File: src/hw/rtl/txrpf_pkg.sv
// Package: shared types, constants and codes of the transmit rate and power fallback unit.
`timescale 1ns / 1ps

package txrpf_pkg;

  localparam int unsigned STATIONS = 64;
  localparam int unsigned ADDR_W   = (STATIONS > 1) ? $clog2(STATIONS) : 1;

  localparam logic [1:0] FUNC_INIT  = 2'd0;
  localparam logic [1:0] FUNC_OK    = 2'd1;
  localparam logic [1:0] FUNC_FAIL  = 2'd2;
  localparam logic [1:0] FUNC_QUERY = 2'd3;

  localparam logic [1:0] CFG_SUCCESS_THR = 2'd0;
  localparam logic [1:0] CFG_TIMER_THR   = 2'd1;
  localparam logic [1:0] CFG_POWER_LVLS  = 2'd2;
  localparam logic [1:0] CFG_RATE_COUNT  = 2'd3;

  localparam logic [15:0] SUCCESS_THR_RST = 16'd10;
  localparam logic [15:0] TIMER_THR_RST   = 16'd15;
  localparam logic [8:0]  POWER_LVLS_RST  = 9'd16;
  localparam logic [6:0]  RATE_COUNT_RST  = 7'd8;

  typedef enum logic {
    ST_IDLE,
    ST_BUSY
  } state_t;

  typedef struct packed {
    logic [1:0] func;
    logic [5:0] station;
  } in_t;

  typedef struct packed {
    logic [5:0] rate_index;
    logic [7:0] power_level;
    logic       rate_changed;
    logic       power_changed;
  } out_t;

  typedef struct packed {
    logic [31:0] timer_count;
    logic [15:0] success_count;
    logic [31:0] retry_count;
    logic        rate_recovery;
    logic        power_recovery;
    logic [5:0]  rate_now;
    logic [7:0]  power_now;
  } entry_t;

  localparam int unsigned ENTRY_W = $bits(entry_t);

  typedef struct packed {
    logic [15:0] success_threshold;
    logic [15:0] timer_threshold;
    logic [8:0]  power_levels;
    logic [6:0]  rate_count;
  } cfg_t;

endpackage

File: src/hw/rtl/txrpf_update.sv
// Station entry update: applies one event to a station entry and forms the result.
`timescale 1ns / 1ps

module txrpf_update (
  input  logic [1:0]      func,
  input  txrpf_pkg::cfg_t cfg,
  input  txrpf_pkg::entry_t entry_in,
  output txrpf_pkg::entry_t entry_out,
  output txrpf_pkg::out_t result
);
  import txrpf_pkg::*;

  logic [7:0]  max_pwr;
  logic [5:0]  top_rate;
  logic [31:0] timer_inc;
  logic [31:0] retry_inc;
  logic [15:0] succ_inc;
  logic        hit;
  logic        rc;
  logic        pc;
  entry_t      e;

  always_comb begin
    max_pwr = cfg.power_levels[7:0] - 8'd1;
    if (cfg.rate_count == 7'd0) begin
      top_rate = 6'd0;
    end else if (cfg.rate_count > 7'd64) begin
      top_rate = 6'd63;
    end else begin
      top_rate = 6'(cfg.rate_count - 7'd1);
    end
  end

  always_comb begin
    e         = entry_in;
    rc        = 1'b0;
    pc        = 1'b0;
    timer_inc = entry_in.timer_count + 32'd1;
    retry_inc = entry_in.retry_count + 32'd1;
    succ_inc  = entry_in.success_count + 16'd1;
    hit       = (succ_inc == cfg.success_threshold) ||
                (timer_inc == {16'd0, cfg.timer_threshold});
    case (func)
      FUNC_INIT: begin
        e.timer_count    = '0;
        e.success_count  = '0;
        e.retry_count    = '0;
        e.rate_recovery  = 1'b0;
        e.power_recovery = 1'b0;
        e.rate_now       = '0;
        e.power_now      = max_pwr;
        rc = 1'b1;
        pc = 1'b1;
      end
      FUNC_OK: begin
        e.timer_count    = timer_inc;
        e.success_count  = succ_inc;
        e.rate_recovery  = 1'b0;
        e.power_recovery = 1'b0;
        e.retry_count    = '0;
        if (hit) begin
          if (entry_in.rate_now < top_rate) begin
            e.rate_now      = entry_in.rate_now + 6'd1;
            rc              = 1'b1;
            e.rate_recovery = 1'b1;
          end else begin
            if (entry_in.power_now != 8'd0) begin
              e.power_now = entry_in.power_now - 8'd1;
              pc          = 1'b1;
            end
            e.power_recovery = 1'b1;
          end
          e.timer_count   = '0;
          e.success_count = '0;
        end
      end
      FUNC_FAIL: begin
        e.timer_count   = timer_inc;
        e.retry_count   = retry_inc;
        e.success_count = '0;
        if (entry_in.rate_recovery) begin
          if (retry_inc == 32'd1 && entry_in.rate_now != 6'd0) begin
            e.rate_now      = entry_in.rate_now - 6'd1;
            rc              = 1'b1;
            e.rate_recovery = 1'b0;
          end
          e.timer_count = '0;
        end else if (entry_in.power_recovery) begin
          if (retry_inc == 32'd1 && entry_in.power_now < max_pwr) begin
            e.power_now      = entry_in.power_now + 8'd1;
            pc               = 1'b1;
            e.power_recovery = 1'b0;
          end
          e.timer_count = '0;
        end else begin
          if (!retry_inc[0]) begin
            if (entry_in.power_now == max_pwr) begin
              if (entry_in.rate_now != 6'd0) begin
                e.rate_now = entry_in.rate_now - 6'd1;
                rc         = 1'b1;
              end
            end else begin
              e.power_now = entry_in.power_now + 8'd1;
              pc          = 1'b1;
            end
          end
          if (retry_inc >= 32'd2) begin
            e.timer_count = '0;
          end
        end
      end
      default: begin
      end
    endcase
  end

  assign entry_out            = e;
  assign result.rate_index    = e.rate_now;
  assign result.power_level   = e.power_now;
  assign result.rate_changed  = rc;
  assign result.power_changed = pc;

endmodule

File: config.mk
export PLATFORM = sky130hd
export DESIGN_NAME = txrpf_update
export DESIGN_NICKNAME = d
export VERILOG_FILES = /design/src/hw/rtl/txrpf_pkg.sv /design/src/hw/rtl/txrpf_update.sv
export SDC_FILE = /design/constraint.sdc
export NUM_CORES = 1
export LEC_CHECK = 0
export ABC_AREA = 0
export BUFFER_PORTS_ARGS = -buffer_cell sky130_fd_sc_hd__buf_4
export CORE_ASPECT_RATIO = 2
export CORE_MARGIN = 3
export CORE_UTILIZATION = 55
export DETAILED_ROUTE_END_ITERATION = 8
export PLACE_DENSITY = 0.9
export SLEW_MARGIN = 15
export SYNTH_ARGS = -nofsm -noshare
export SYNTH_HDL_FRONTEND = slang
export SYNTH_SLANG_ARGS = --single-unit
export TNS_END_PERCENT = 30
File: constraint.sdc
create_clock -name vclk -period 10.3
set_input_delay 2.06 -clock vclk [all_inputs]
set_output_delay 2.06 -clock vclk [all_outputs]
set_load 0.05 [all_outputs]
==> results of run 1 <==
[stage by stage]
stage                     utilization  cell area [µm²]
after floorplan                     -             6090
after global placement          0.727             7760
after detailed placement        0.727             7760
after CTS                       0.727             7760
after global routing            0.727             7760
final                           0.727             7760
[synthesized netlist by cell type (all sizes together) (3+ instances only)]
| cell type | instances |
|---|---|
| a2111oi | 3 |
| a211o | 4 |
| a211oi | 4 |
| a21boi | 8 |
| a21o | 4 |
| a21oi | 45 |
| a22o | 3 |
| a22oi | 4 |
| a2bb2oi | 5 |
| a311oi | 5 |
| a31oi | 30 |
| and2 | 35 |
| and3 | 25 |
| and4 | 13 |
| buf | 34 |
| clkbuf | 57 |
| ha | 27 |
| inv | 28 |
| mux2i | 11 |
| nand2 | 98 |
| nand2b | 13 |
| nand3 | 55 |
| nand3b | 5 |
| nand4 | 36 |
| nor2 | 53 |
| nor2b | 6 |
| nor3 | 55 |
| nor3b | 5 |
| nor4 | 27 |
| nor4b | 6 |
| o211ai | 11 |
| o21ai | 67 |
| o311ai | 6 |
| o31a | 8 |
| o31ai | 9 |
| o41ai | 7 |
| or2 | 4 |
| or3 | 12 |
| or4 | 12 |
| xnor2 | 75 |
| xor2 | 29 |
[layout make-up]
class / instances / area [µm²] / share of cell area
well taps: 137 / 171 / 0.0221
multi-input cells: 856 / 5540 / 0.714
repair buffers: 258 / 1940 / 0.250
inverters: 29 / 109 / 0.0140
[worst min path at each step]
stage                  from            end
3_3_place_gp   entry_in[95]  entry_out[95]
6_report       entry_in[63]  entry_out[63]
5_1_grt        entry_in[63]  entry_out[63]
3_5_place_dp   entry_in[63]  entry_out[63]
4_1_cts        entry_in[63]  entry_out[63]
2_1_floorplan  entry_in[95]  entry_out[95]
[power by group through the flow]
stage          combinational [mW]  clock [mW]  sequential (mW)
2_1_floorplan               0.267           0                0
6_report                    0.405           0                0
5_1_grt                     0.432           0                0
3_5_place_dp                0.400           0                0
3_3_place_gp                0.395           0                0
4_1_cts                     0.401           0                0
[kinds of logic (layout without fill, tap and decap cells)]
kind of cell    Yosys count  count (layout)  synth area share
simple gates            468             468             0.421
compound gates          244             244             0.262
buf+inv                 120             287            0.0904
xor+xnor                104             104             0.150
fa+ha+maj                28              28            0.0571
mux                      12              12            0.0199
[layer usage]
| metal | global-route usage | up-vias | share of wire |
|---|---|---|---|
| li1 | - | 3958 | - |
| met1 | 0.331 | 3882 | 0.32 |
| met2 | 0.682 | 511 | 0.54 |
| met3 | 0.0542 | 140 | 0.077 |
| met4 | 0.199 | 0 | 0.062 |
| met5 | 0 | - | 0 |
[worst max-delay path, cell delays in order]
cell and delay, ns:
buf_4 0.13, nand4_2 0.20, or4_1 0.66, or4_4 0.61, and2_1 0.18, or4_1 0.51, or4_1 0.71, nand2_4 0.38
nand2_2 0.59, a21oi_1 0.31, o21ba_2 0.19, buf_4 0.19
==> results.sh, run 1 <==
export IMPL_finalNetCount=1318
export IMPL_start_util=0.571
export IMPL_setup_tns_ns=0
export IMPL_max_freq_mhz=113
export IMPL_ctsResizeCount=0
export IMPL_synth_nets=1149
export IMPL_whs_path_depth=3
export IMPL_track_usage=0.351
export IMPL_synth_cells=976
export IMPL_drcViolationCount=0
export IMPL_start_kind="input port"
export IMPL_port_buffers=257
export IMPL_final_cell_mix="258 x buf_4, 96 x nand2_1, 75 x xnor2_1"
export IMPL_min_period_ns=8.81
export IMPL_dr_pass1_iters=6
export IMPL_ys_warn_count=0
export IMPL_place_hpwl_um=18700
export IMPL_yosys_area_top_type="xnor2_1"
export IMPL_crit_path_start="entry_in[74]"
export IMPL_row_count=53
export IMPL_hold_slack_ns=4.47
export IMPL_max_cap_violations=0
export IMPL_num_io_pins=258
export IMPL_die_y_um=155
export IMPL_total_power_mw=0.405
export IMPL_vias_per_cell=6.63
export IMPL_clockPowerShare=0
export IMPL_crit_type="in2out"
export IMPL_design_core_area_um2=10700
export IMPL_synth_top_area_frac=0.108
export IMPL_drive_above_1_share=0.240
export IMPL_n_antenna_cell=0
export IMPL_synth_seq_area_share=0
export IMPL_fin_cells=1280
export IMPL_grt_max_degree=68
export IMPL_required_ns=8.24
export IMPL_rsz0062_at_grt="no"
export IMPL_seqCellArea_um2=0
export IMPL_p_int_mw=0.143
export IMPL_final_fill_count=938
export IMPL_grt_pass1_wl_um=36400
export IMPL_drt_iter0_markers=791
export IMPL_seq_cells=0
export IMPL_syn_cell_area_um2=6090
export IMPL_ir_drop_mv=0.0508
export IMPL_sw_frac_of_total=0.648
export IMPL_grt_overflow=0
export IMPL_routed_wl_um=23200
export IMPL_p_switching_mw=0.262
export IMPL_max_slew_worst_pin_slew_ns=1.08
export IMPL_power_density_nw_per_um2=52.2
export IMPL_antenna_found_initial=0
export IMPL_clock_buffers=0
export IMPL_setup_violations=0
export IMPL_power_frac_seq=0
export IMPL_avgSynthCellArea_um2=6.24
export IMPL_synth_cell_types=77
export IMPL_detail_route_antenna_nets=0
export IMPL_crit_arrival_ns=6.75
export IMPL_routedWlPerCell_um=18.1
export IMPL_fin_crit_sh=0.856
export IMPL_final_common_cell="buf_4"
export IMPL_place_gp_congestion=1.01
export IMPL_relSlewSlack=0.275
export IMPL_die_w_um=80.4
export IMPL_postCtsSetupBuffers=0
export IMPL_place_ws_ns=1.59
export IMPL_vias=8491
export IMPL_p_leak_nw=3.11
export IMPL_slew_violations=0
export IMPL_critPathCaptureType="output pin"
export IMPL_fin_ws_ns=1.49
export IMPL_hold_class="in2out"
export IMPL_crit_path_end="entry_out[87]"
export IMPL_synthTopCellsByArea="xnor2_1 11%, nand2_1 5.9%, ha_1 5.5%"
export IMPL_hold_buffers=0
export IMPL_pwr_share_comb=1.000
export IMPL_final_hold_viol_count=0
export IMPL_grt_pass1_vias=7920
export IMPL_dieArea_um2=12500
export IMPL_status="completed"
export IMPL_dp_cells=1280
export IMPL_syn_to_final_growth_pct=27.4
export IMPL_crit_fanout=48
No activity file was read; power rests on OpenSTA's default activity.
==> run 2: changes to the inputs <==
--- a/config.mk
+++ b/config.mk
@@ -9,9 +9,9 @@
 export BUFFER_PORTS_ARGS = -buffer_cell sky130_fd_sc_hd__buf_4
 export CORE_ASPECT_RATIO = 2
 export CORE_MARGIN = 3
-export CORE_UTILIZATION = 55
+export CORE_UTILIZATION = 45
 export DETAILED_ROUTE_END_ITERATION = 8
-export PLACE_DENSITY = 0.9
+export PLACE_DENSITY = 0.76
 export SLEW_MARGIN = 15
 export SYNTH_ARGS = -nofsm -noshare
 export SYNTH_HDL_FRONTEND = slang
==> results.sh, run 2 (synthesis gave the netlist of run 1 again) <==
export IMPL_design_core_area_um2=13100
export IMPL_grtUsageMet2=0.608
export IMPL_seqCellArea_um2=0
export IMPL_rsz0062_at_grt="no"
export IMPL_max_slew_worst_pin_slew_ns=1.11
export IMPL_slew_violations=0
export IMPL_crit_chain="buf_4, nand4_2, or4_1, or4_4, and2_1, or4_1, or4_1, nand2_4, nand2_2, a31oi_1, a31oi_1, buf_4"
export IMPL_n_antenna_cell=0
export IMPL_path_delay_family="simple AND/OR/NAND/NOR gates"
export IMPL_power_density_nw_per_um2=52.3
export IMPL_routed_wl_um=24700
export IMPL_cpMostUsedCell="or4_1"
export IMPL_syn_to_final_growth_pct=27.9
export IMPL_fin_crit_sh=0.858
export IMPL_hold_slack_ns=4.47
export IMPL_vias_per_cell=6.50
export IMPL_drt_iter0_markers=393
export IMPL_critPathCaptureType="output pin"
export IMPL_final_fill_count=1334
export IMPL_place_gp_congestion=1.03
export IMPL_start_kind="input port"
export IMPL_place_hpwl_um=20200
export IMPL_clock_buffers=0
export IMPL_grt_max_degree=66
export IMPL_ir_drop_mv=0.0398
export IMPL_p_leak_nw=3.12
export IMPL_required_ns=8.24
export IMPL_grt_use_met3=0.0284
export IMPL_crit_fanout=48
export IMPL_grt_overflow=0
export IMPL_worst_path_buf_inv=2
export IMPL_max_cap_violations=0
export IMPL_track_usage=0.305
export IMPL_min_period_ns=8.83
export IMPL_die_w_um=88.3
export IMPL_routedWlPerCell_um=19.1
export IMPL_crit_arrival_ns=6.77
export IMPL_cp_slowest_cell="or4_1"
export IMPL_grt_busiest_layer="met2"
export IMPL_drcViolationCount=0
export IMPL_detail_route_antenna_nets=0
export IMPL_start_util=0.464
export IMPL_met1_usage=0.289
export IMPL_num_io_pins=258
export IMPL_status="completed"
export IMPL_max_freq_mhz=113
export IMPL_crit_cells=12
export IMPL_port_buffers=257
export IMPL_hold_buffers=0
export IMPL_seq_cells=0
export IMPL_relSlewSlack=0.261
export IMPL_grt_pass1_vias=7874
export IMPL_row_count=59
export IMPL_setup_tns_ns=0
export IMPL_dieArea_um2=15100
export IMPL_final_common_cell="buf_4"
export IMPL_final_cell_mix="260 x buf_4, 96 x nand2_1, 75 x xnor2_1"
export IMPL_postCtsSetupBuffers=0
export IMPL_grt_pass1_wl_um=37500
export IMPL_final_hold_viol_count=0
export IMPL_whs_path_depth=3
export IMPL_hold_class="in2out"
export IMPL_vias=8431
export IMPL_crit_type="in2out"
export IMPL_die_y_um=171
export IMPL_ctsResizeCount=0
export IMPL_setup_violations=0
export IMPL_critPathMaxStageDelay_ns=0.71
export IMPL_dr_pass1_iters=5
export IMPL_drive_above_1_share=0.241
export IMPL_finalNetCount=1320
export IMPL_antenna_found_initial=0
[run 2: routing by layer]
metal | wire length, µm | share of wire | vias to the layer above
li1 | - | - | 3968
met1 | 7800 | 0.32 | 3911
met2 | 13700 | 0.55 | 439
met3 | 1690 | 0.068 | 113
met4 | 1530 | 0.062 | 0
met5 | 0 | 0 | -
[run 2: cell type report]
class / count / area [µm²] / share of cell area
Inverter: 29 / 109 / 0.0140
Timing Repair Buffer: 260 / 1950 / 0.250
Multi-Input combinational cell: 856 / 5540 / 0.711
Tap cell: 152 / 190 / 0.0244
[run 2: path summary, 6_finish.rpt]
path    startpoint  slack [ns]       endpoint
min   entry_in[95]        4.47  entry_out[95]
max   entry_in[74]        1.47  entry_out[94]
[run 2: worst min-delay path, cell delays in order]
cell	delay, ns
buf_4	0.09
a31oi_1	0.07
buf_4	0.18
[run 2: report_power, final]
part / leakage (nW) / internal, mW / switching, mW
registers: 0 / 0 / 0
logic: 3.12 / 0.143 / 0.265
clock network: 0 / 0 / 0
total: 3.12 / 0.143 / 0.265
[run 2: per-stage QoR]
stage                     instance area (µm²)  worst slack [ns]   util  instances  power (mW)
after floorplan                          6090              1.58      -        976       0.267
after global placement                   7790              1.51  0.593       1297       0.400
after detailed placement                 7790              1.48  0.593       1297       0.404
after CTS                                7790              1.47  0.593       1297       0.405
after global routing                     7790              1.14  0.593       1297       0.434
final                                    7790              1.47  0.593       1297       0.408
