==> src/hw/rtl/txrpf_ram.sv <==
// Generic simple dual-port RAM with one write port and one registered read port.
`timescale 1ns / 1ps

module txrpf_ram #(
  parameter int unsigned WIDTH = 8,
  parameter int unsigned DEPTH = 64,
  parameter int unsigned AW    = (DEPTH > 1) ? $clog2(DEPTH) : 1
) (
  input  logic             clk,
  input  logic             wr_en,
  input  logic [AW-1:0]    wr_addr,
  input  logic [WIDTH-1:0] wr_data,
  input  logic             rd_en,
  input  logic [AW-1:0]    rd_addr,
  output logic [WIDTH-1:0] rd_data
);

  logic [WIDTH-1:0] mem_r [DEPTH];
  logic [WIDTH-1:0] rd_data_r;

  always_ff @(posedge clk) begin
    if (wr_en) begin
      mem_r[wr_addr] <= wr_data;
    end
    if (rd_en) begin
      rd_data_r <= mem_r[rd_addr];
    end
  end

  assign rd_data = rd_data_r;

endmodule

==> config.mk <==
export PLATFORM = sky130hd
export DESIGN_NAME = txrpf_ram
export DESIGN_NICKNAME = d
export VERILOG_FILES = /design/src/hw/rtl/txrpf_ram.sv
export SDC_FILE = /design/constraint.sdc
export NUM_CORES = 1
export LEC_CHECK = 0
export BUFFER_PORTS_ARGS = -buffer_cell sky130_fd_sc_hd__buf_2
export CAP_MARGIN = 20
export CORE_ASPECT_RATIO = 0.75
export CORE_MARGIN = 4
export CORE_UTILIZATION = 55
export CTS_CLUSTER_DIAMETER = 80
export DETAILED_ROUTE_END_ITERATION = 10
export PLACE_DENSITY = 0.84
export REMOVE_ABC_BUFFERS = 1
export SLEW_MARGIN = 0
export SYNTH_ARGS = -nofsm -noshare
export SYNTH_HDL_FRONTEND = slang
export SYNTH_SLANG_ARGS = --single-unit
==> constraint.sdc <==
create_clock -name clk -period 2.2 [get_ports clk]
set_input_delay 0.33 -clock clk [delete_from_list [all_inputs] [get_ports clk]]
set_output_delay 0.33 -clock clk [all_outputs]
set_load 0.01 [all_outputs]
==> impl_metrics.prom, run 1 <==
# TYPE chip_impl_metric gauge
chip_impl_metric{name="synth-compound-area-share",unit=""} 0.0206
chip_impl_metric{name="via_count",unit=""} 10600
chip_impl_metric{name="n_antenna_cell",unit=""} 0
chip_impl_metric{name="clk_latency_worst_skew_pair",unit="ns"} 0.56
chip_impl_metric{name="synth.mux.area_fraction",unit=""} 0.159
chip_impl_metric{name="row_count",unit=""} 60
chip_impl_metric{name="cts-buffers-inserted",unit=""} 45
chip_impl_metric{name="boundaryPins",unit=""} 31
chip_impl_info{name="cts_tree",value="done"} 1
chip_impl_info{name="ys_top_cells_by_area",value="sky130_fd_sc_hd__edfxtp_1 77%, sky130_fd_sc_hd__mux4_2 14%, sky130_fd_sc_hd__nor2_1 1.5%, sky130_fd_sc_hd__mux2i_1 1.1%, sky130_fd_sc_hd__mux2_2 0.72%"} 1
chip_impl_info{name="crit_path_end_kind",value="register"} 1
chip_impl_metric{name="route.detailed.vias_per_inst",unit=""} 6.43
chip_impl_metric{name="netlist.area_leader.share",unit=""} 0.771
chip_impl_metric{name="grt_max_degree",unit=""} 65
chip_impl_metric{name="drv_cap",unit=""} 0
chip_impl_metric{name="width_of_the_die",unit="um"} 230
chip_impl_metric{name="synthDistinctLibCells",unit=""} 39
chip_impl_info{name="library_cell_with_the_largest_summed_area_after_synthesis",value="sky130_fd_sc_hd__edfxtp_1"} 1
chip_impl_metric{name="postSynthAreaPerCell",unit="sq um"} 21.5
chip_impl_metric{name="report.final.setup_viol",unit=""} 0
chip_impl_metric{name="drt-wirelength-per-cell",unit="um"} 28.5
chip_impl_metric{name="detailedRoute.firstPassIterationCount",unit=""} 5
chip_impl_metric{name="post-route-period-util",unit=""} 0.970
chip_impl_metric{name="clock_sinks",unit=""} 520
chip_impl_metric{name="grt.overflow.total",unit=""} 0
chip_impl_metric{name="global_route.usage.total",unit=""} 0.238
chip_impl_metric{name="route.antenna.remaining_nets",unit=""} 0
chip_impl_metric{name="synthSimpleGateAreaFrac",unit=""} 0.0337
chip_impl_metric{name="seq_area_frac_synth",unit=""} 0.771
chip_impl_metric{name="wl_met1",unit="mm"} 17.7
chip_impl_metric{name="design_area",unit="sq um"} 23400
chip_impl_metric{name="postSynthCellCount",unit=""} 940
chip_impl_metric{name="synth_edf_count",unit=""} 520
chip_impl_info{name="crit_type",value="reg -> reg"} 1
chip_impl_info{name="most-common-layout-cells",value="520 x sky130_fd_sc_hd__edfxtp_1, 135 x sky130_fd_sc_hd__buf_4, 126 x sky130_fd_sc_hd__mux4_2"} 1
chip_impl_metric{name="post_cts_hold_fix_bufs",unit=""} 0
chip_impl_metric{name="routed_wirelength",unit="mm"} 46.8
chip_impl_metric{name="portBuffers",unit=""} 30
chip_impl_metric{name="grt_pass1_wl",unit="mm"} 70.5
chip_impl_info{name="synth_top_family_by_area",value="multiplexers"} 1
chip_impl_metric{name="synthAdderAreaFrac",unit=""} 0
chip_impl_metric{name="first_global_vias",unit=""} 10700
chip_impl_info{name="grt_setup_unrepaired",value="no"} 1
chip_impl_metric{name="grt_antenna_before_repair",unit=""} 2
chip_impl_metric{name="initial_utilization",unit=""} 0.561
chip_impl_metric{name="worst_pin_slew",unit="ns"} 0.918
chip_impl_metric{name="met2_wirelength",unit="mm"} 22.1
chip_impl_metric{name="slew-limit-headroom",unit=""} 0.388
chip_impl_metric{name="cp_max_fo",unit=""} 1
chip_impl_metric{name="dpl.hpwl",unit="mm"} 29.8
chip_impl_metric{name="die_y",unit="um"} 174
chip_impl_info{name="cts_root_buf",value="sky130_fd_sc_hd__clkbuf_16"} 1
chip_impl_info{name="maxUsedRoutingLayer",value="met5"} 1
chip_impl_metric{name="critPathArrivalTime",unit="ns"} 2.43
chip_impl_metric{name="power_density",unit="nW/um^2"} 842
chip_impl_metric{name="met3RoutedLength",unit="mm"} 5.45
chip_impl_metric{name="slew_violations",unit=""} 0
chip_impl_metric{name="core_region_area",unit="sq um"} 36100
chip_impl_metric{name="instances_no_fill",unit=""} 1643
chip_impl_metric{name="post-route-min-period",unit="ns"} 2.13
chip_impl_metric{name="cts_max_path_buffers",unit=""} 3
chip_impl_metric{name="power",unit="mW"} 19.7
chip_impl_metric{name="die_area",unit="sq um"} 40000
chip_impl_metric{name="ys_seq_elements",unit=""} 520
chip_impl_metric{name="detail_route.iter0.violations",unit=""} 1533
chip_impl_info{name="worst_hold_path_type",value="in -> reg"} 1
chip_impl_metric{name="finalHoldViolations",unit=""} 0
chip_impl_info{name="yosys_most_used_dff",value="sky130_fd_sc_hd__edfxtp_1"} 1
chip_impl_metric{name="drc",unit=""} 0
chip_impl_info{name="start_kind",value="register"} 1
chip_impl_metric{name="clk_transition_reported_paths",unit="ns"} 0.07
chip_impl_metric{name="yosysWarningCount",unit=""} 0
chip_impl_metric{name="worst_ep_required_time",unit="ns"} 2.50
chip_impl_metric{name="gpl.final_weighted_congestion",unit=""} 0.890
chip_impl_metric{name="async_set_reset_flop_share_out_of_synthesis",unit=""} 0
chip_impl_metric{name="achievable-frequency",unit="MHz"} 468
chip_impl_info{name="run_status",value="finished, final reports clean"} 1
chip_impl_metric{name="drive_gt1_frac",unit=""} 0.336
chip_impl_metric{name="post_synthesis_cell_area",unit="sq um"} 20200
chip_impl_metric{name="vdd_ir_drop_max",unit="mV"} 0.774
chip_impl_info{name="layout.cells.most_common",value="sky130_fd_sc_hd__edfxtp_1"} 1
chip_impl_metric{name="layout_overhead_on_the_synthesized_area",unit="%"} 15.6
chip_impl_metric{name="post_synth_xor_area_fraction",unit=""} 0
chip_impl_metric{name="cts.htree.levels",unit=""} 2
chip_impl_metric{name="dpl-instance-area",unit="sq um"} 22000
chip_impl_metric{name="layout.nets",unit=""} 1136
chip_impl_metric{name="pleak",unit="nW"} 7.59
chip_impl_metric{name="place.detailed.instances",unit=""} 1562
chip_impl_metric{name="worst_clock_skew",unit="ns"} 0.0144
report_power, final:
group / internal (mW) / switching [mW]
clock network: 4.16 / 3.41
registers: 11.0 / 0.0321
logic: 0.472 / 0.663
total: 15.6 / 4.10
sequential cells by signal (all words and copies together), names as in the netlist:
name / flops
rd_data: 8
mem_r: 512
synth_stat cells (3+ instances only):
cell	instances
sky130_fd_sc_hd__nor2_1	83
sky130_fd_sc_hd__a21oi_1	3
sky130_fd_sc_hd__buf_2	11
sky130_fd_sc_hd__nand3b_1	3
sky130_fd_sc_hd__edfxtp_1	520
sky130_fd_sc_hd__buf_6	4
sky130_fd_sc_hd__mux2_2	13
sky130_fd_sc_hd__buf_4	13
sky130_fd_sc_hd__o22ai_1	8
sky130_fd_sc_hd__o2bb2ai_1	3
sky130_fd_sc_hd__a211oi_1	4
sky130_fd_sc_hd__a221oi_1	6
sky130_fd_sc_hd__a22oi_1	3
sky130_fd_sc_hd__nor2b_1	14
sky130_fd_sc_hd__mux4_2	126
sky130_fd_sc_hd__nand2b_1	7
sky130_fd_sc_hd__clkbuf_1	17
sky130_fd_sc_hd__o221ai_1	8
sky130_fd_sc_hd__buf_1	4
sky130_fd_sc_hd__o2111ai_1	3
sky130_fd_sc_hd__mux2i_1	23
sky130_fd_sc_hd__nor3_1	7
sky130_fd_sc_hd__nand3_1	13
sky130_fd_sc_hd__nand2_1	19
path summary, 6_finish.rpt:
path	slack, ns	depth (start not counted)	end	start
min reg2reg	0.98	3	rd_data[6]	mem_r[27][6]
min	0.18	1	rd_data[6]	rd_en
max reg2reg	0.07	5	rd_data[6]	mem_r[29][6]
max	0.07	5	rd_data[6]	mem_r[29][6]
cells by family after synthesis:
logic type / count (synthesis)
buffers and inverters: 51
AO/OA/AOI/OAI: 54
flip-flops: 520
multiplexers: 162
AND/OR/NAND/NOR: 153
worst max-delay path: stages (launching register included):
cell	delay [ns]
sky130_fd_sc_hd__edfxtp_1	0.37
sky130_fd_sc_hd__mux4_2	0.47
sky130_fd_sc_hd__mux2_2	0.29
sky130_fd_sc_hd__o221a_2	0.31
sky130_fd_sc_hd__nor3_2	0.31
sky130_fd_sc_hd__o32ai_1	0.13
final cells by class:
cell class	count	area [sq um]
sequential	520	15600
fill	2236	12700
multi-input combinational	369	4330
timing repair buffer	177	1440
clock buffer	58	1220
tap	496	621
clock inverter	23	170
routing by layer:
metal,up-vias,track usage
li1,4280,-
met1,5455,0.355
met2,717,0.368
met3,108,0.0454
met4,4,0.0715
met5,-,0
repair_timing:
| item | in CTS | in global routing |
|---|---|---|
| resized for setup | 2 | 1 |
| endpoints found under the setup margin | 2 | 1 |
| setup buffers | 0 | 0 |
through the flow:
stage | setup WS [ns] | TNS (ns) | utilization | hold slack, ns
after floorplan | 0.369 | 0 | - | 0.429
after global placement | -0.320 | -1.86 | 0.609 | 0.731
after detailed placement | -0.376 | -2.07 | 0.609 | 0.734
after CTS | 0.0679 | 0 | 0.648 | 0.154
after global routing | 0.0213 | 0 | 0.648 | 0.156
final | 0.0652 | 0 | 0.648 | 0.178
(Power assumes the default switching activity.)
==> run 2: changes to the inputs <==
CORE_UTILIZATION = 30   (was 55)
PLACE_DENSITY = 0.56   (was 0.84)
==> impl_metrics.prom, run 2 (synthesized netlist as in run 1, its figures left out) <==
# TYPE chip_impl_metric gauge
chip_impl_metric{name="detail_route.iter0.violations",unit=""} 1058
chip_impl_metric{name="width_of_the_die",unit="um"} 308
chip_impl_metric{name="initial_utilization",unit=""} 0.303
chip_impl_metric{name="cp_max_fo",unit=""} 1
chip_impl_metric{name="instances_no_fill",unit=""} 2050
chip_impl_metric{name="row_count",unit=""} 82
chip_impl_metric{name="worst_pin_slew",unit="ns"} 0.654
chip_impl_info{name="start_kind",value="register"} 1
chip_impl_metric{name="total_of_cells_resized_after_clock_tree_synthesis",unit=""} 0
chip_impl_metric{name="via_count",unit=""} 10100
chip_impl_metric{name="post-place-ws",unit="ns"} -0.349
chip_impl_metric{name="crit_path_max_incr_delay",unit="ns"} 0.51
chip_impl_metric{name="gpl.final_weighted_congestion",unit=""} 0.801
chip_impl_metric{name="design_area",unit="sq um"} 24200
chip_impl_metric{name="pleak",unit="nW"} 7.78
chip_impl_metric{name="finalHoldViolations",unit=""} 0
chip_impl_metric{name="drive_gt1_frac",unit=""} 0.342
chip_impl_metric{name="fin_tns_setup",unit="ns"} 0
chip_impl_metric{name="n_antenna_cell",unit=""} 0
chip_impl_metric{name="boundaryPins",unit=""} 31
chip_impl_metric{name="drt-wirelength-per-cell",unit="um"} 23.9
chip_impl_metric{name="clk_latency_worst_skew_pair",unit="ns"} 0.57
chip_impl_info{name="layout.cells.most_common",value="sky130_fd_sc_hd__edfxtp_1"} 1
chip_impl_metric{name="dpl-instance-area",unit="sq um"} 22700
chip_impl_info{name="grt_setup_unrepaired",value="no"} 1
chip_impl_metric{name="grt_pass1_wl",unit="mm"} 72.3
chip_impl_metric{name="die_y",unit="um"} 233
chip_impl_metric{name="post-route-min-period",unit="ns"} 2.04
chip_impl_metric{name="cts-buffers-inserted",unit=""} 48
chip_impl_metric{name="die_area",unit="sq um"} 71800
chip_impl_info{name="crit_path_end_kind",value="register"} 1
chip_impl_info{name="path_cells",value="mux4_2 -> mux2_2 -> a221oi_1 -> buf_4 -> o2bb2ai_1"} 1
chip_impl_metric{name="critPathArrivalTime",unit="ns"} 2.36
chip_impl_info{name="crit_type",value="reg -> reg"} 1
chip_impl_metric{name="cts_max_path_buffers",unit=""} 3
chip_impl_metric{name="power_density",unit="nW/um^2"} 842
chip_impl_metric{name="post-route-period-util",unit=""} 0.928
chip_impl_metric{name="drv_cap",unit=""} 0
chip_impl_metric{name="hold_slack",unit="ns"} 0.146
chip_impl_metric{name="clock_sinks",unit=""} 520
chip_impl_metric{name="global_route.usage.total",unit=""} 0.138
chip_impl_metric{name="cts.htree.levels",unit=""} 2
chip_impl_metric{name="detailedRoute.firstPassIterationCount",unit=""} 5
chip_impl_metric{name="grt.overflow.total",unit=""} 0
chip_impl_info{name="cts_tree",value="done"} 1
chip_impl_metric{name="final_core_util",unit=""} 0.363
chip_impl_metric{name="report.final.setup_viol",unit=""} 0
chip_impl_metric{name="vdd_ir_drop_max",unit="mV"} 0.517
chip_impl_metric{name="core_region_area",unit="sq um"} 66800
chip_impl_metric{name="achievable-frequency",unit="MHz"} 490
chip_impl_metric{name="grt_antenna_before_repair",unit=""} 3
chip_impl_metric{name="filler_cell_count",unit=""} 6097
chip_impl_metric{name="first_global_vias",unit=""} 10300
chip_impl_metric{name="number_of_flip_flops_in_the_largest_register",unit=""} 512
chip_impl_info{name="most-common-layout-cells",value="520 x sky130_fd_sc_hd__edfxtp_1, 146 x sky130_fd_sc_hd__buf_4, 126 x sky130_fd_sc_hd__mux4_2"} 1
chip_impl_metric{name="layout_overhead_on_the_synthesized_area",unit="%"} 19.8
chip_impl_metric{name="slew_violations",unit=""} 0
chip_impl_metric{name="post_cts_setup_inserts",unit=""} 0
chip_impl_metric{name="grt_max_degree",unit=""} 65
chip_impl_info{name="worst_hold_path_type",value="in -> reg"} 1
chip_impl_info{name="run_status",value="finished, final reports clean"} 1
chip_impl_metric{name="post_cts_hold_fix_bufs",unit=""} 0
chip_impl_info{name="crit_path_top_delay_cell",value="sky130_fd_sc_hd__mux4_2"} 1
chip_impl_info{name="cts_root_buf",value="sky130_fd_sc_hd__clkbuf_16"} 1
chip_impl_metric{name="routed_wirelength",unit="mm"} 48.9
chip_impl_metric{name="place.detailed.instances",unit=""} 1967
chip_impl_metric{name="drc",unit=""} 0
chip_impl_info{name="largest_register",value="mem_r"} 1
chip_impl_metric{name="power",unit="mW"} 20.4
chip_impl_metric{name="slew-limit-headroom",unit=""} 0.564
chip_impl_metric{name="layout.nets",unit=""} 1158
chip_impl_metric{name="route.antenna.remaining_nets",unit=""} 0
chip_impl_metric{name="portBuffers",unit=""} 30
chip_impl_metric{name="worst_clock_skew",unit="ns"} 0.0225
chip_impl_metric{name="worst_slack",unit="ns"} 0.159
chip_impl_metric{name="route.detailed.vias_per_inst",unit=""} 4.93
chip_impl_metric{name="clk_transition_reported_paths",unit="ns"} 0.06
chip_impl_metric{name="worst_ep_required_time",unit="ns"} 2.52
chip_impl_metric{name="dpl.hpwl",unit="mm"} 32.8
==> run 2: cell types whose count changed in the layout (fill, tap and decap cells not counted), sizes merged <==
| cell | before | now |
|---|---|---|
| buf | 176 | 195 |
| bufinv | 2 | 5 |
| clkbuf | 59 | 60 |
| clkinv | 17 | 19 |
| clkinvlp | 2 | 0 |
| inv | 2 | 0 |
==> run 2: cell type report <==
cell class	instances	area, sq um	area share
clock buffers	59	1280	0.0530
flip-flops and latches	520	15600	0.644
repair buffers	196	1690	0.0695
clock inverters	24	243	0.0100
well taps	882	1100	0.0455
multi-input cells	369	4320	0.178
==> run 2: worst max-delay path, delay by kind of cell (launching register included) <==
| kind | cells | cell delay (ns) |
|---|---|---|
| AO/OA/AOI/OAI | 2 | 0.39 |
| multiplexers | 2 | 0.82 |
| buffers and inverters | 1 | 0.20 |
| flip-flops | 1 | 0.37 |
==> run 2: routing by layer <==
layer | global-route usage | part of all wire | up-vias
met5 | 0 | 0 | -
met4 | 0.0275 | 0.015 | 0
met3 | 0.0348 | 0.085 | 58
met2 | 0.198 | 0.43 | 351
met1 | 0.212 | 0.47 | 5378
li1 | - | - | 4327
==> run 2: worst paths after layout <==
check	slack, ns	from	endpoint	depth (start not counted)
worst min register to register	0.94	mem_r[31][6]	rd_data[6]	3
worst max register to register	0.16	mem_r[47][2]	rd_data[2]	5
worst max-delay path	0.16	mem_r[47][2]	rd_data[2]	5
worst min-delay path	0.15	rd_en	rd_data[1]	1
==> run 2: where the power goes <==
part	internal (mW)	switching, mW
registers	11.0	0.0357
logic	0.512	0.682
clock network	4.71	3.50
==> run 3: changes to the inputs <==
ABC_CLOCK_PERIOD_IN_PS = 2200   (was default)
GPL_TIMING_DRIVEN = 0   (was default)
==> impl_metrics.prom, run 3 (synthesized netlist as in run 1, its figures left out) <==
# TYPE chip_impl_metric gauge
chip_impl_metric{name="portBuffers",unit=""} 30
chip_impl_metric{name="cts.htree.levels",unit=""} 2
chip_impl_metric{name="pleak",unit="nW"} 7.11
chip_impl_metric{name="final_core_util",unit=""} 0.349
chip_impl_info{name="layout.cells.most_common",value="sky130_fd_sc_hd__edfxtp_1"} 1
chip_impl_metric{name="slew-limit-headroom",unit=""} 0.317
chip_impl_info{name="path_cells",value="mux4_2 -> mux4_2 -> nor2_1 -> nor3_1 -> o2bb2ai_1"} 1
chip_impl_metric{name="drv_cap",unit=""} 0
chip_impl_metric{name="r2r_slack",unit="ns"} 0.06
chip_impl_metric{name="worst_clock_skew",unit="ns"} 0.0271
chip_impl_metric{name="post_cts_hold_fix_bufs",unit=""} 0
chip_impl_metric{name="detail_route.iter0.violations",unit=""} 1069
chip_impl_metric{name="layout.nets",unit=""} 1013
chip_impl_metric{name="finalHoldViolations",unit=""} 0
chip_impl_metric{name="boundaryPins",unit=""} 31
chip_impl_metric{name="gpl.final_weighted_congestion",unit=""} 0.734
chip_impl_metric{name="worst_pin_slew",unit="ns"} 1.02
chip_impl_info{name="grt_setup_unrepaired",value="no"} 1
chip_impl_metric{name="drt-wirelength-per-cell",unit="um"} 25.0
chip_impl_metric{name="ff_latch_area",unit="sq um"} 15600
chip_impl_metric{name="grt.overflow.total",unit=""} 0
chip_impl_metric{name="layout_overhead_on_the_synthesized_area",unit="%"} 15.2
chip_impl_info{name="most-common-layout-cells",value="520 x sky130_fd_sc_hd__edfxtp_1, 126 x sky130_fd_sc_hd__mux4_2, 83 x sky130_fd_sc_hd__nor2_1"} 1
chip_impl_info{name="crit_type",value="reg -> reg"} 1
chip_impl_metric{name="route.antenna.remaining_nets",unit=""} 0
chip_impl_info{name="start_kind",value="register"} 1
chip_impl_metric{name="core_region_area",unit="sq um"} 66800
chip_impl_metric{name="first_global_vias",unit=""} 9575
chip_impl_metric{name="width_of_the_die",unit="um"} 308
chip_impl_metric{name="row_count",unit=""} 82
chip_impl_metric{name="post-route-min-period",unit="ns"} 2.14
chip_impl_info{name="crit_path_end_kind",value="register"} 1
chip_impl_metric{name="slew_violations",unit=""} 0
chip_impl_metric{name="post-place-ws",unit="ns"} -1.67
chip_impl_info{name="largest_register",value="mem_r"} 1
chip_impl_metric{name="die_area",unit="sq um"} 71800
chip_impl_metric{name="grt_pass1_wl",unit="mm"} 68.5
chip_impl_metric{name="clock_sinks",unit=""} 520
chip_impl_info{name="cts_tree",value="done"} 1
chip_impl_info{name="timing.critical_path.mode_cell",value="sky130_fd_sc_hd__mux4_2"} 1
chip_impl_info{name="worst_hold_path_type",value="in -> reg"} 1
chip_impl_metric{name="post_cts_setup_inserts",unit=""} 0
chip_impl_metric{name="critical_path.n_buffers_inverters",unit=""} 0
chip_impl_metric{name="power_density",unit="nW/um^2"} 877
chip_impl_metric{name="cts-buffers-inserted",unit=""} 50
chip_impl_metric{name="initial_utilization",unit=""} 0.303
chip_impl_metric{name="drc",unit=""} 0
chip_impl_metric{name="routed_wirelength",unit="mm"} 47.9
chip_impl_metric{name="route.detailed.vias_per_inst",unit=""} 5.00
chip_impl_metric{name="cp_max_fo",unit=""} 1
chip_impl_info{name="run_status",value="finished, final reports clean"} 1
chip_impl_metric{name="vdd_ir_drop_max",unit="mV"} 0.454
chip_impl_metric{name="place.detailed.instances",unit=""} 1810
chip_impl_info{name="crit_path_top_delay_cell",value="sky130_fd_sc_hd__mux4_2"} 1
chip_impl_metric{name="critPathArrivalTime",unit="ns"} 2.44
chip_impl_metric{name="cts_max_path_buffers",unit=""} 3
chip_impl_metric{name="number_of_flip_flops_in_the_largest_register",unit=""} 512
chip_impl_metric{name="grt_max_degree",unit=""} 83
chip_impl_metric{name="power",unit="mW"} 20.5
chip_impl_metric{name="post-route-period-util",unit=""} 0.974
chip_impl_metric{name="achievable-frequency",unit="MHz"} 467
chip_impl_metric{name="global_route.usage.total",unit=""} 0.132
chip_impl_metric{name="worst_ep_required_time",unit="ns"} 2.50
chip_impl_metric{name="grt_antenna_before_repair",unit=""} 1
chip_impl_metric{name="filler_cell_count",unit=""} 6123
chip_impl_info{name="cpLargestDelayFamily",value="multiplexers"} 1
chip_impl_metric{name="via_count",unit=""} 9573
chip_impl_info{name="cts_root_buf",value="sky130_fd_sc_hd__clkbuf_16"} 1
chip_impl_metric{name="drive_gt1_frac",unit=""} 0.260
chip_impl_metric{name="die_y",unit="um"} 233
chip_impl_metric{name="crit_path_max_incr_delay",unit="ns"} 0.55
chip_impl_metric{name="clk_transition_reported_paths",unit="ns"} 0.06
chip_impl_metric{name="worst_slack",unit="ns"} 0.0577
chip_impl_metric{name="multi_input_comb_area",unit="sq um"} 4410
chip_impl_metric{name="dpl.hpwl",unit="mm"} 27.5
chip_impl_metric{name="detailedRoute.firstPassIterationCount",unit=""} 5
chip_impl_metric{name="clk_latency_worst_skew_pair",unit="ns"} 0.58
chip_impl_metric{name="instances_no_fill",unit=""} 1913
chip_impl_metric{name="report.final.setup_viol",unit=""} 0
-- run 3: cell count changes in the layout (fill, tap and decap cells not counted), moves of 3 or more --
cell,previous run,this run
sky130_fd_sc_hd__buf_12,22,9
sky130_fd_sc_hd__clkinv_2,7,10
sky130_fd_sc_hd__buf_16,0,4
sky130_fd_sc_hd__clkinv_1,11,15
sky130_fd_sc_hd__bufbuf_16,0,3
sky130_fd_sc_hd__clkbuf_16,50,55
sky130_fd_sc_hd__buf_4,146,5
-- run 3: repair_timing --
action / in CTS / in global routing
pin swaps: 2 / 1
resized for setup: 16 / 5
endpoints found under the setup margin: 8 / 8
cloned: 3 / 2
-- run 3: routing by layer --
layer,share of wire,track usage,routed length (um)
met5,0,0,0
met2,0.44,0.192,21300
met4,0.013,0.0255,633
met1,0.46,0.198,22000
met3,0.082,0.0365,3940
-- run 3: worst paths after layout --
| kind | startpoint | to | cells after the start |
|---|---|---|---|
| min | rd_en | rd_data[2] | 1 |
| min reg2reg | mem_r[22][2] | rd_data[2] | 4 |
| max reg2reg | mem_r[6][1] | rd_data[1] | 5 |
| max | mem_r[6][1] | rd_data[1] | 5 |
-- run 3: cell type report --
cell class | count | share of cell area
well taps | 882 | 0.0473
multi-input cells | 369 | 0.189
diodes | 1 | 0.000107
clock inverters | 29 | 0.00880
clock buffers | 63 | 0.0585
repair buffers | 49 | 0.0262
flip-flops and latches | 520 | 0.670
-- run 3: worst reg2reg max path, delay by kind of cell, from the launching register on --
family	cells	cell delay (ns)
AO/OA/AOI/OAI	1	0.20
flip-flops	1	0.37
multiplexers	2	1.06
AND/OR/NAND/NOR	2	0.25
-- run 3: power breakdown --
group | internal [mW] | leakage (nW) | switching, mW | total [mW]
sequential | 11.0 | 4.69 | 0.0224 | 11.0
clock | 4.72 | 0.774 | 3.60 | 8.32
combinational | 0.439 | 1.65 | 0.687 | 1.13
total | 16.1 | 7.11 | 4.31 | 20.5
-- run 3: metrics by stage --
step,hold WS [ns],instance area (sq um),setup TNS [ns]
floorplan,0.429,19900,0
global placement,0.693,21200,-103.27
detailed placement,0.697,21400,-93.13
CTS,0.0906,23100,0
global route,0.0956,23300,0
finish,0.115,23300,0
